==> config.mk <==
export PLATFORM = sky130hd
export DESIGN_NAME = mlp_relu_inference_core_flat
export DESIGN_NICKNAME = d
export VERILOG_FILES = /design/src/mri_pkg.sv /design/src/mri_if.sv /design/src/mri_datapath.sv /design/src/mri_ctrl.sv /design/src/mlp_relu_inference_core.sv /design/src/flat_wrapper.sv
export SDC_FILE = /design/constraint.sdc
export NUM_CORES = 2
export LEC_CHECK = 0
export BUFFER_PORTS_ARGS = -buffer_cell sky130_fd_sc_hd__buf_4
export CAP_MARGIN = 15
export CORE_MARGIN = 2
export CORE_UTILIZATION = 50
export DETAILED_ROUTE_END_ITERATION = 6
export PLACE_DENSITY_LB_ADDON = 0.05
export SYNTH_ARGS = -nofsm -noshare
export SYNTH_HDL_FRONTEND = slang
export SYNTH_SLANG_ARGS = --single-unit
==> constraint.sdc <==
create_clock -name clk -period 8.2 [get_ports clk]
set_input_delay 0.82 -clock clk [delete_from_list [all_inputs] [get_ports clk]]
set_output_delay 0.82 -clock clk [all_outputs]
set_load 0.02 [all_outputs]
==> src/mri_pkg.sv <==
// ----------------------------------------------------------------------------
// mri_pkg: shared types and constants for the MLP ReLU inference core
// Fixed field widths, command codes, datapath control struct and ReLU helper.
// ----------------------------------------------------------------------------
package mri_pkg;

  localparam int IDX_W      = 7;   // weight index field
  localparam int WT_W       = 16;  // Q4.12 weight
  localparam int ACT_W      = 16;  // Q8.8 activation
  localparam int OUT_W      = 15;  // saturated ReLU result
  localparam int PROD_W     = WT_W + ACT_W;
  localparam int ACC_W      = 40;
  localparam int FRAC_SHIFT = 12;

  localparam logic [OUT_W-1:0] ACT_MAX = '1;

  // input request command codes
  localparam logic CMD_WEIGHT  = 1'b0;
  localparam logic CMD_FEATURE = 1'b1;

  // where a finished node value goes
  typedef enum logic [1:0] {
    DST_MEM,
    DST_OUT0,
    DST_OUT1
  } mri_dst_t;

  // controller to datapath commands
  typedef struct packed {
    logic     wt_we;     // write weight from the input request
    logic     feat_we;   // write feature from the input request
    logic     rd_en;     // issue one weight/activation read
    logic     first;     // first term of a node
    logic     last;      // last term of a node
    mri_dst_t dst;       // destination of the node value
    logic     load_out;  // move node results to the output register
  } mri_cmd_t;

  // ReLU, drop 12 fraction bits (truncate), saturate to 15 bits
  function automatic logic [OUT_W-1:0] relu_sat(input logic signed [ACC_W-1:0] acc);
    logic [ACC_W-1:0] q;
    begin
      q = acc >> FRAC_SHIFT;
      if (acc <= 0) begin
        return '0;
      end
      if (q > ACC_W'(ACT_MAX)) begin
        return ACT_MAX;
      end
      return q[OUT_W-1:0];
    end
  endfunction

endpackage

==> src/mri_if.sv <==
// ----------------------------------------------------------------------------
// mri_if: request and result channels of the MLP ReLU inference core
// Valid/ready channels; an item moves when valid and ready are both high.
// ----------------------------------------------------------------------------
interface mri_in_if;
  import mri_pkg::*;

  logic                    valid;
  logic                    ready;
  logic                    command;
  logic [IDX_W-1:0]        weight_index;
  logic signed [WT_W-1:0]  weight_value;
  logic signed [ACT_W-1:0] feature_value;

  modport source (output valid, command, weight_index, weight_value, feature_value,
                  input ready);
  modport sink (input valid, command, weight_index, weight_value, feature_value,
                output ready);
endinterface

interface mri_out_if;
  import mri_pkg::*;

  logic             valid;
  logic             ready;
  logic             decision;
  logic [OUT_W-1:0] output_zero;
  logic [OUT_W-1:0] output_one;

  modport source (output valid, decision, output_zero, output_one, input ready);
  modport sink (input valid, decision, output_zero, output_one, output ready);
endinterface

==> src/mri_datapath.sv <==
// ----------------------------------------------------------------------------
// mri_datapath: weight/activation memories and the shared MAC pipeline
// Read -> multiply -> accumulate -> ReLU write-back, tags follow each term.
// ----------------------------------------------------------------------------
module mri_datapath #(
  parameter int WCOUNT = 112,
  parameter int ADEPTH = 20,
  parameter int WAW    = 7,
  parameter int AAW    = 5
) (
  input  logic                            clk,
  input  logic                            rst_n,
  input  mri_pkg::mri_cmd_t               cmd,
  input  logic [WAW-1:0]                  w_raddr,
  input  logic [AAW-1:0]                  act_raddr,
  input  logic [AAW-1:0]                  dst_addr,
  input  logic [AAW-1:0]                  feat_addr,
  input  logic [mri_pkg::IDX_W-1:0]       in_weight_index,
  input  logic signed [mri_pkg::WT_W-1:0] in_weight_value,
  input  logic signed [mri_pkg::ACT_W-1:0] in_feature_value,
  output logic                            pipe_busy,
  output logic                            out_decision,
  output logic [mri_pkg::OUT_W-1:0]       out_zero,
  output logic [mri_pkg::OUT_W-1:0]       out_one
);
  import mri_pkg::*;

  logic signed [WT_W-1:0]  wmem [WCOUNT];
  logic signed [ACT_W-1:0] amem [ADEPTH];

  logic signed [WT_W-1:0]   w_rd_r;
  logic signed [ACT_W-1:0]  a_rd_r;
  logic signed [PROD_W-1:0] prod_r;
  logic signed [ACC_W-1:0]  acc_r;

  logic           v1_r, v2_r, done_r;
  logic           first1_r, last1_r, first2_r, last2_r;
  mri_dst_t       dst1_r, dst2_r, dst3_r;
  logic [AAW-1:0] daddr1_r, daddr2_r, daddr3_r;

  logic [OUT_W-1:0] res0_r, res1_r;
  logic [OUT_W-1:0] out_zero_r, out_one_r;
  logic             out_dec_r;
  logic [OUT_W-1:0] node_val;

  assign node_val = relu_sat(acc_r);

  // weight memory: write from requests, one registered read port
  always_ff @(posedge clk) begin
    if (cmd.wt_we && (32'(in_weight_index) < WCOUNT)) begin
      wmem[WAW'(in_weight_index)] <= in_weight_value;
    end
    if (cmd.rd_en) begin
      w_rd_r <= wmem[w_raddr];
    end
  end

  // activation memory: inputs then two ping-pong hidden banks
  always_ff @(posedge clk) begin
    if (cmd.feat_we) begin
      amem[feat_addr] <= in_feature_value;
    end else if (done_r && (dst3_r == DST_MEM)) begin
      amem[daddr3_r] <= ACT_W'(node_val);
    end
    if (cmd.rd_en) begin
      a_rd_r <= amem[act_raddr];
    end
  end

  // pipeline valid bits
  always_ff @(posedge clk) begin
    if (!rst_n) begin
      v1_r   <= 1'b0;
      v2_r   <= 1'b0;
      done_r <= 1'b0;
      acc_r  <= '0;
    end else begin
      v1_r   <= cmd.rd_en;
      v2_r   <= v1_r;
      done_r <= v2_r && last2_r;
      if (v2_r) begin
        acc_r <= (first2_r ? ACC_W'(0) : acc_r) + ACC_W'(prod_r);
      end
    end
  end

  // tags and products
  always_ff @(posedge clk) begin
    first1_r <= cmd.first;
    last1_r  <= cmd.last;
    dst1_r   <= cmd.dst;
    daddr1_r <= dst_addr;
    first2_r <= first1_r;
    last2_r  <= last1_r;
    dst2_r   <= dst1_r;
    daddr2_r <= daddr1_r;
    dst3_r   <= dst2_r;
    daddr3_r <= daddr2_r;
    prod_r   <= w_rd_r * a_rd_r;
  end

  // output node capture and result register
  always_ff @(posedge clk) begin
    if (done_r) begin
      case (dst3_r)
        DST_OUT0: res0_r <= node_val;
        DST_OUT1: res1_r <= node_val;
        default:  ;
      endcase
    end
    if (cmd.load_out) begin
      out_zero_r <= res0_r;
      out_one_r  <= res1_r;
      out_dec_r  <= res0_r > res1_r;
    end
  end

  assign pipe_busy    = v1_r | v2_r | done_r;
  assign out_decision = out_dec_r;
  assign out_zero     = out_zero_r;
  assign out_one      = out_one_r;

endmodule

==> src/mri_ctrl.sv <==
// ----------------------------------------------------------------------------
// mri_ctrl: sequencer for request handling and the layer-by-layer sweep
// Walks layers, nodes and terms; drains the MAC pipe between layers.
// ----------------------------------------------------------------------------
module mri_ctrl #(
  parameter int IN  = 4,
  parameter int H   = 8,
  parameter int L   = 2,
  parameter int WAW = 7,
  parameter int AAW = 5
) (
  input  logic              clk,
  input  logic              rst_n,
  input  logic              in_valid,
  input  logic              in_command,
  output logic              in_ready,
  output logic              out_valid,
  input  logic              out_ready,
  input  logic              pipe_busy,
  output mri_pkg::mri_cmd_t cmd,
  output logic [WAW-1:0]    w_raddr,
  output logic [AAW-1:0]    act_raddr,
  output logic [AAW-1:0]    dst_addr,
  output logic [AAW-1:0]    feat_addr
);
  import mri_pkg::*;

  localparam int MAXN = (IN > H) ? IN : H;
  localparam int NMAX = (H > 2) ? H : 2;
  localparam int CW   = $clog2(IN + 1);
  localparam int JW   = $clog2(MAXN + 1);
  localparam int NW   = $clog2(NMAX + 1);
  localparam int LW   = $clog2(L + 1);

  typedef enum logic [1:0] {
    S_IDLE,
    S_RUN,
    S_DRAIN,
    S_DONE
  } state_t;

  state_t         state_r, state_nxt;
  logic [CW-1:0]  cnt_r, cnt_nxt;
  logic [LW-1:0]  layer_r, layer_nxt;
  logic [NW-1:0]  node_r, node_nxt;
  logic [JW-1:0]  j_r, j_nxt;
  logic [WAW-1:0] w_r, w_nxt;
  logic [AAW-1:0] src_r, src_nxt, dst_r, dst_nxt;
  logic           out_valid_r, out_valid_nxt;

  logic [JW-1:0]  j_last;
  logic [NW-1:0]  node_last;
  logic           out_layer;

  assign out_layer = (layer_r == LW'(L));
  assign j_last    = (layer_r == '0) ? JW'(IN - 1) : JW'(H - 1);
  assign node_last = out_layer ? NW'(1) : NW'(H - 1);

  assign w_raddr   = w_r;
  assign act_raddr = src_r + AAW'(j_r);
  assign dst_addr  = dst_r + AAW'(node_r);
  assign feat_addr = AAW'(cnt_r);
  assign in_ready  = (state_r == S_IDLE);
  assign out_valid = out_valid_r;

  always_comb begin
    state_nxt     = state_r;
    cnt_nxt       = cnt_r;
    layer_nxt     = layer_r;
    node_nxt      = node_r;
    j_nxt         = j_r;
    w_nxt         = w_r;
    src_nxt       = src_r;
    dst_nxt       = dst_r;
    out_valid_nxt = out_valid_r && !out_ready;
    cmd           = '0;
    cmd.dst       = DST_MEM;

    case (state_r)
      S_IDLE: begin
        if (in_valid) begin
          if (in_command == CMD_FEATURE) begin
            cmd.feat_we = 1'b1;
            if (cnt_r == CW'(IN - 1)) begin
              cnt_nxt   = '0;
              layer_nxt = '0;
              node_nxt  = '0;
              j_nxt     = '0;
              w_nxt     = '0;
              src_nxt   = '0;
              dst_nxt   = AAW'(IN);
              state_nxt = S_RUN;
            end else begin
              cnt_nxt = cnt_r + CW'(1);
            end
          end else begin
            cmd.wt_we = 1'b1;
          end
        end
      end

      S_RUN: begin
        cmd.rd_en = 1'b1;
        cmd.first = (j_r == '0);
        cmd.last  = (j_r == j_last);
        if (out_layer) begin
          cmd.dst = (node_r == '0) ? DST_OUT0 : DST_OUT1;
        end
        w_nxt = w_r + WAW'(1);
        if (j_r == j_last) begin
          j_nxt = '0;
          if (node_r == node_last) begin
            node_nxt  = '0;
            state_nxt = S_DRAIN;
          end else begin
            node_nxt = node_r + NW'(1);
          end
        end else begin
          j_nxt = j_r + JW'(1);
        end
      end

      S_DRAIN: begin
        if (!pipe_busy) begin
          if (out_layer) begin
            state_nxt = S_DONE;
          end else begin
            layer_nxt = layer_r + LW'(1);
            src_nxt   = dst_r;
            dst_nxt   = (layer_r == '0) ? AAW'(IN + H) : src_r;
            state_nxt = S_RUN;
          end
        end
      end

      S_DONE: begin
        if (!out_valid_r || out_ready) begin
          cmd.load_out  = 1'b1;
          out_valid_nxt = 1'b1;
          state_nxt     = S_IDLE;
        end
      end

      default: begin
        state_nxt = S_IDLE;
      end
    endcase
  end

  always_ff @(posedge clk) begin
    if (!rst_n) begin
      state_r     <= S_IDLE;
      cnt_r       <= '0;
      layer_r     <= '0;
      node_r      <= '0;
      j_r         <= '0;
      w_r         <= '0;
      src_r       <= '0;
      dst_r       <= '0;
      out_valid_r <= 1'b0;
    end else begin
      state_r     <= state_nxt;
      cnt_r       <= cnt_nxt;
      layer_r     <= layer_nxt;
      node_r      <= node_nxt;
      j_r         <= j_nxt;
      w_r         <= w_nxt;
      src_r       <= src_nxt;
      dst_r       <= dst_nxt;
      out_valid_r <= out_valid_nxt;
    end
  end

endmodule

==> src/mlp_relu_inference_core.sv <==
// Timing: a weight request or a non-final feature only updates memory or the
//   feature count. The final feature of a vector starts a sweep of all layers
//   before the result request is offered; requests wait during the sweep.
// Throughput: one vector per sweep plus its IN feature requests; the single
//   MAC and the one-read-per-cycle weight memory set it.
// Reset: synchronous, active low; clears control, the feature count and the accumulator only.
// ----------------------------------------------------------------------------
// mlp_relu_inference_core: fixed-point MLP forward pass with ReLU
// Weight requests fill the weight memory; feature requests build the input
// vector; a full vector runs all layers on one shared MAC and yields a result.
// ----------------------------------------------------------------------------
module mlp_relu_inference_core #(
  parameter int INPUT_NODES   = 4,
  parameter int HIDDEN_NODES  = 8,
  parameter int HIDDEN_LAYERS = 2,
  parameter int OUTPUT_NODES  = 2
) (
  input logic       clk,
  input logic       rst_n,
  mri_in_if.sink    in_req,
  mri_out_if.source out_res
);
  import mri_pkg::*;

  // weight memory layout: input-to-hidden, hidden layers, hidden-to-output
  localparam int IH_SIZE      = INPUT_NODES * HIDDEN_NODES;
  localparam int HH_SIZE      = HIDDEN_NODES * HIDDEN_NODES;
  localparam int HO_BASE      = IH_SIZE + (HIDDEN_LAYERS - 1) * HH_SIZE;
  localparam int WEIGHT_COUNT = HO_BASE + OUTPUT_NODES * HIDDEN_NODES;
  // activation memory: input vector, then two ping-pong hidden banks
  localparam int ACT_DEPTH    = INPUT_NODES + 2 * HIDDEN_NODES;
  localparam int WAW          = $clog2(WEIGHT_COUNT);
  localparam int AAW          = $clog2(ACT_DEPTH);

  mri_cmd_t       cmd;
  logic           pipe_busy;
  logic [WAW-1:0] w_raddr;
  logic [AAW-1:0] act_raddr;
  logic [AAW-1:0] dst_addr;
  logic [AAW-1:0] feat_addr;

  // sequencer: request acceptance, layer/node/term sweep, result handshake
  mri_ctrl #(
    .IN  (INPUT_NODES),
    .H   (HIDDEN_NODES),
    .L   (HIDDEN_LAYERS),
    .WAW (WAW),
    .AAW (AAW)
  ) u_ctrl (
    .clk        (clk),
    .rst_n      (rst_n),
    .in_valid   (in_req.valid),
    .in_command (in_req.command),
    .in_ready   (in_req.ready),
    .out_valid  (out_res.valid),
    .out_ready  (out_res.ready),
    .pipe_busy  (pipe_busy),
    .cmd        (cmd),
    .w_raddr    (w_raddr),
    .act_raddr  (act_raddr),
    .dst_addr   (dst_addr),
    .feat_addr  (feat_addr)
  );

  // memories, MAC pipeline, ReLU write-back and the result register
  mri_datapath #(
    .WCOUNT (WEIGHT_COUNT),
    .ADEPTH (ACT_DEPTH),
    .WAW    (WAW),
    .AAW    (AAW)
  ) u_datapath (
    .clk              (clk),
    .rst_n            (rst_n),
    .cmd              (cmd),
    .w_raddr          (w_raddr),
    .act_raddr        (act_raddr),
    .dst_addr         (dst_addr),
    .feat_addr        (feat_addr),
    .in_weight_index  (in_req.weight_index),
    .in_weight_value  (in_req.weight_value),
    .in_feature_value (in_req.feature_value),
    .pipe_busy        (pipe_busy),
    .out_decision     (out_res.decision),
    .out_zero         (out_res.output_zero),
    .out_one          (out_res.output_one)
  );

endmodule

==> src/flat_wrapper.sv <==
// flat-port wrapper written by rule: the top's interface ports become plain ports
module mlp_relu_inference_core_flat import mri_pkg::*;
#(
  parameter int INPUT_NODES   = 4,
  parameter int HIDDEN_NODES  = 8,
  parameter int HIDDEN_LAYERS = 2,
  parameter int OUTPUT_NODES  = 2
)
  (clk, rst_n, in_req_valid, in_req_command, in_req_weight_index, in_req_weight_value, in_req_feature_value, in_req_ready, out_res_valid, out_res_decision, out_res_output_zero, out_res_output_one, out_res_ready);
  mri_in_if in_req_i ();
  mri_out_if out_res_i ();
  input logic clk;
  input logic rst_n;
  input wire logic [$bits(in_req_i.valid)-1:0] in_req_valid;
  input wire logic [$bits(in_req_i.command)-1:0] in_req_command;
  input wire logic [$bits(in_req_i.weight_index)-1:0] in_req_weight_index;
  input wire logic [$bits(in_req_i.weight_value)-1:0] in_req_weight_value;
  input wire logic [$bits(in_req_i.feature_value)-1:0] in_req_feature_value;
  output wire logic [$bits(in_req_i.ready)-1:0] in_req_ready;
  output wire logic [$bits(out_res_i.valid)-1:0] out_res_valid;
  output wire logic [$bits(out_res_i.decision)-1:0] out_res_decision;
  output wire logic [$bits(out_res_i.output_zero)-1:0] out_res_output_zero;
  output wire logic [$bits(out_res_i.output_one)-1:0] out_res_output_one;
  input wire logic [$bits(out_res_i.ready)-1:0] out_res_ready;
  assign in_req_i.valid = in_req_valid;
  assign in_req_i.command = in_req_command;
  assign in_req_i.weight_index = in_req_weight_index;
  assign in_req_i.weight_value = in_req_weight_value;
  assign in_req_i.feature_value = in_req_feature_value;
  assign in_req_ready = in_req_i.ready;
  assign out_res_valid = out_res_i.valid;
  assign out_res_decision = out_res_i.decision;
  assign out_res_output_zero = out_res_i.output_zero;
  assign out_res_output_one = out_res_i.output_one;
  assign out_res_i.ready = out_res_ready;
  mlp_relu_inference_core #(.INPUT_NODES(INPUT_NODES), .HIDDEN_NODES(HIDDEN_NODES), .HIDDEN_LAYERS(HIDDEN_LAYERS), .OUTPUT_NODES(OUTPUT_NODES)) u_core (.clk(clk), .rst_n(rst_n), .in_req(in_req_i), .out_res(out_res_i));
endmodule
==> impl_results.md <==
- Worst slew pin tran: 1.12 ns
- Wire length per cell: 29.3 µm
- CTS root buf: clkbuf_16
- Htree depth: 4
- Largest net degree at the start of global routing: 96
- # rows: roughly 160
- Max FO, Critical Path: 16
- Mapped Cells: around 5300
- Flops & latches, synth: 2338
- Post-Route Setup TNS: 0 ns
- Share of layout cells above drive strength 1: 24.1%
- Die height: 453 µm
- Nets: approximately 6000
- Clk sinks: approximately 2300
- Area Growth Syn to Fin: 12.3%
- Final period utilization: 82.4%
- Adder-cell area share of the yosys netlist: 7.14%
- Total power: 24.4 mW
- Crit path largest cell delay: 0.90 ns
- Main combinational cell family by area after synthesis: multiplexers
- Synthesized Nets: 5747
- Overflow after GRT: 0
- CP Launch Type: register
- Synth unique cells: 72
- RSZ-0062 raised after global routing: false
- Wire length of the first global-routing pass: around 360 mm
- Max Clk Rate: ~0.15 GHz
- Drt pass-1 iters: 6
- Post-synthesis mux area share: 15.8%
- Post-synth ARST share: 0%
- Fin crit period: 6.75 ns
- Top cell by count, worst path: fa_1
- Ys Warns: 0
- Clock slew at reported path FFs: ~0.060 ns
- Post-CTS setup buffers: 0
- CP Cell Sequence: nand2_1, inv_1, fa_1, fa_1, fa_1, fa_1, fa_1, inv_1, fa_1, inv_1, ha_1, and4_1, and4_1, nand4_1, o32ai_1, or4_1, a31o_2, a21oi_1, xnor2_1
- Main synth FF type: edfxtp_1
- Final setup viols: 0
- Antenna violations before repair: 11
- Vias: 49700
- Mapped Area: 101000 µm²
- Core area: approximately 200000 µm²
- I/O Buffers: 76
- CTS Hold Buffers Added: 0
- Placed cells: between 7000 and 8000
- Max-cap violations: 0
- Static Leak: 37.2 nW
- GPL Wtd Cong: roughly 0.85
- Initial Util: between 50 and 60%
- CTS tree: built
- HPWL after DPL: 151 mm
- Non-filler cells, final: 8405
- CP top delay family: adder cells
- CP arrival: 7.51 ns
- Skew final: 0.0609 ns
- Post-synthesis sequential area ratio: approximately two thirds
- Bufs and invs on worst path: 3
- Syn_area_per_cell: 19.1 µm²
- Layout fillers: about 15000
- Ports: slightly below 80
- Slew headroom: 24.7%
- Worst VDD drop: 0.000226 V
- CTS-repair resized insts: 0
- Status: finished clean
- Total CTS buffers: 233
- Total die area: 205000 µm²
- DRT antenna net count: 0
- Post-synthesis simple-gate area fraction: 3.88%
- Post-synth EDFFs: 2205
- Clock buffer depth: 3
- Element type at the critical path end: register
- Max stage delay cell, worst path: fa_1
- Worst-Skew Late Latency: ~0.88 ns
- Setup CP Type: reg -> reg
- Tightest Hold Check Type: in -> reg
- Final hold violations: 0
- Fraction of synthesized cell area in xor and xnor cells: less than 1%
- Die X: 453 µm
- Max-slew violations: 0
- Initial DRC Count: approximately 5000
- Routed wire length: 247 mm
- Number of global-route vias before repair: 50700
- GRT Total Usage: 24.3%
- DRC Markers: 0
- CP required: 8.95 ns
- DR vias/cell: roughly 6
- Post-synthesis compound-gate area fraction: under 10%
- PwrDens: about 220 nW/µm²
## sequential cells by signal, indices dropped and copies added, names as in the netlist, 3 cells and up
| register | count |
|---|---|
| u_core.u_datapath.wmem | 1792 |
| u_core.u_datapath.amem | 320 |
| u_core.u_datapath.acc_r | 40 |
| u_core.u_datapath.prod_r | 32 |
| u_core.u_datapath.a_rd_r | 16 |
| u_core.u_datapath.w_rd_r | 16 |
| u_core.u_datapath.out_one | 15 |
| u_core.u_datapath.out_zero | 15 |
| u_core.u_datapath.res0_r | 15 |
| u_core.u_datapath.res1_r | 15 |
| u_core.u_ctrl.w_raddr | 7 |
| u_core.u_ctrl.dst_r | 5 |
| u_core.u_ctrl.src_r | 5 |
| u_core.u_datapath.daddr1_r | 5 |
| u_core.u_datapath.daddr2_r | 5 |
| u_core.u_datapath.daddr3_r | 5 |
| u_core.u_ctrl.j_r | 4 |
| u_core.u_ctrl.node_r | 4 |
| u_core.u_ctrl.cnt_r | 3 |
## synthesized netlist by cell type (15+ instances only)
| library cell | number | area share, % |
|---|---|---|
| mux4_2 | 672 | 15 |
| xnor2_1 | 51 | 0.44 |
| inv_1 | 328 | 1.2 |
| dfxtp_1 | 133 | 2.6 |
| buf_1 | 40 | 0.15 |
| mux2_2 | 41 | 0.46 |
| a211oi_1 | 24 | 0.18 |
| nand3_1 | 34 | 0.17 |
| nor3_1 | 26 | 0.13 |
| a21oi_1 | 93 | 0.46 |
| buf_2 | 48 | 0.24 |
| clkbuf_1 | 148 | 0.55 |
| nand4_1 | 19 | 0.12 |
| and2_1 | 130 | 0.81 |
| nand2_1 | 216 | 0.80 |
| nor2_1 | 273 | 1.0 |
| mux2i_1 | 36 | 0.36 |
| nor2b_1 | 56 | 0.35 |
| xor2_1 | 22 | 0.19 |
| o21ai_0 | 58 | 0.29 |
| ha_1 | 152 | 1.9 |
| fa_1 | 265 | 5.3 |
| a21o_1 | 39 | 0.29 |
| o21a_1 | 15 | 0.11 |
| edfxtp_1 | 2205 | 66 |
## cell families after synthesis
group	after synthesis
and+or+nand+nor	824
DFF	2338
xor gates and xnor gates	73
adders and majority gates	417
buffers and inverters	566
AOI/OAI and AO/OA	319
muxes	749
## path summary, 6_finish.rpt
| kind | start | endpoint | slack (ns) | cells past startpoint |
|---|---|---|---|---|
| worst min register to register | u_core.u_datapath.daddr2_r[3]$_DFF_P_ | u_core.u_datapath.daddr3_r[3]$_DFF_P_ | 0.33 | 0 |
| worst max-delay path | u_core.u_datapath.w_rd_r[15]$_DFFE_PP_ | u_core.u_datapath.prod_r[30]$_DFF_P_ | 1.45 | 19 |
| worst max register to register | u_core.u_datapath.w_rd_r[15]$_DFFE_PP_ | u_core.u_datapath.prod_r[30]$_DFF_P_ | 1.45 | 19 |
| worst min-delay path | in_req_valid | u_core.u_ctrl.cnt_r[2]$_SDFFE_PN0P_ | 0.22 | 2 |
## where the power goes
part | switching [mW] | total (mW) | internal [mW]
combinational | 0.433 | 0.614 | 0.181
clock | 4.57 | 10.7 | 6.14
sequential | 0.0249 | 13.1 | 13.1
total | 5.03 | 24.4 | 19.4
## worst register-to-register path, delay by kind of cell, from the launching register on
family                     cells  cell delay [ns]
xor gates and xnor gates       1             0.13
buffers and inverters          3             0.25
AOI/OAI and AO/OA              3             0.53
adders and majority gates      7             3.84
DFF                            1             0.72
and+or+nand+nor                5             1.22
## final cells by class
| cell class | instances | area (µm²) | share of cell area [%] |
|---|---|---|---|
| Antenna cell | 2 | 5.00 | 0.00442 |
| Clock buffer | 291 | 6160 | 5.44 |
| Clock inverter | 148 | 1540 | 1.36 |
| Inverter | 329 | 1230 | 1.09 |
| Multi-Input combinational cell | 2382 | 30100 | 26.6 |
| Sequential cell | 2338 | 68900 | 60.8 |
| Tap cell | 2656 | 3320 | 2.93 |
| Timing Repair Buffer | 259 | 2070 | 1.82 |
## layer usage
| metal | vias to the layer above | global-route usage, % | share of wire (%) |
|---|---|---|---|
| met4 | 4 | 5.43 | 2.1 |
| li1 | 21300 | - | - |
| met2 | 1440 | 39.5 | 49 |
| met3 | 315 | 3.73 | 5.7 |
| met1 | 26700 | 35.2 | 43 |
| met5 | - | 0 | 0.0085 |
## metrics by stage
| stage | area (µm²) | setup WS, ns | utilization, % | hold slack, ns |
|---|---|---|---|---|
| detailed placement | 106000 | 1.47 | 52.8 | 0.312 |
| floorplan | 101000 | 1.92 | - | 0.310 |
| finish | 113000 | 1.45 | 56.6 | 0.219 |
| global placement | 106000 | 1.53 | 52.8 | 0.311 |
| global route | 113000 | 1.05 | 56.6 | 0.185 |
| CTS | 113000 | 1.43 | 56.6 | 0.146 |
## layout by cell type (no fill, tap or decap), drive strengths merged, types with 12 or more instances in the layout
master	n
a211oi	24
a21o	39
a21oi	93
and2	130
buf	259
bufinv	26
clkbuf	291
clkinv	111
dfxtp	133
edfxtp	2205
fa	265
ha	152
inv	334
mux2	41
mux2i	36
mux4	672
nand2	216
nand2b	12
nand3	34
nand4	19
nor2	273
nor2b	56
nor3	26
o21a	15
o21ai	58
o31ai	13
xnor2	51
xor2	22
(Power assumes the default switching activity.)
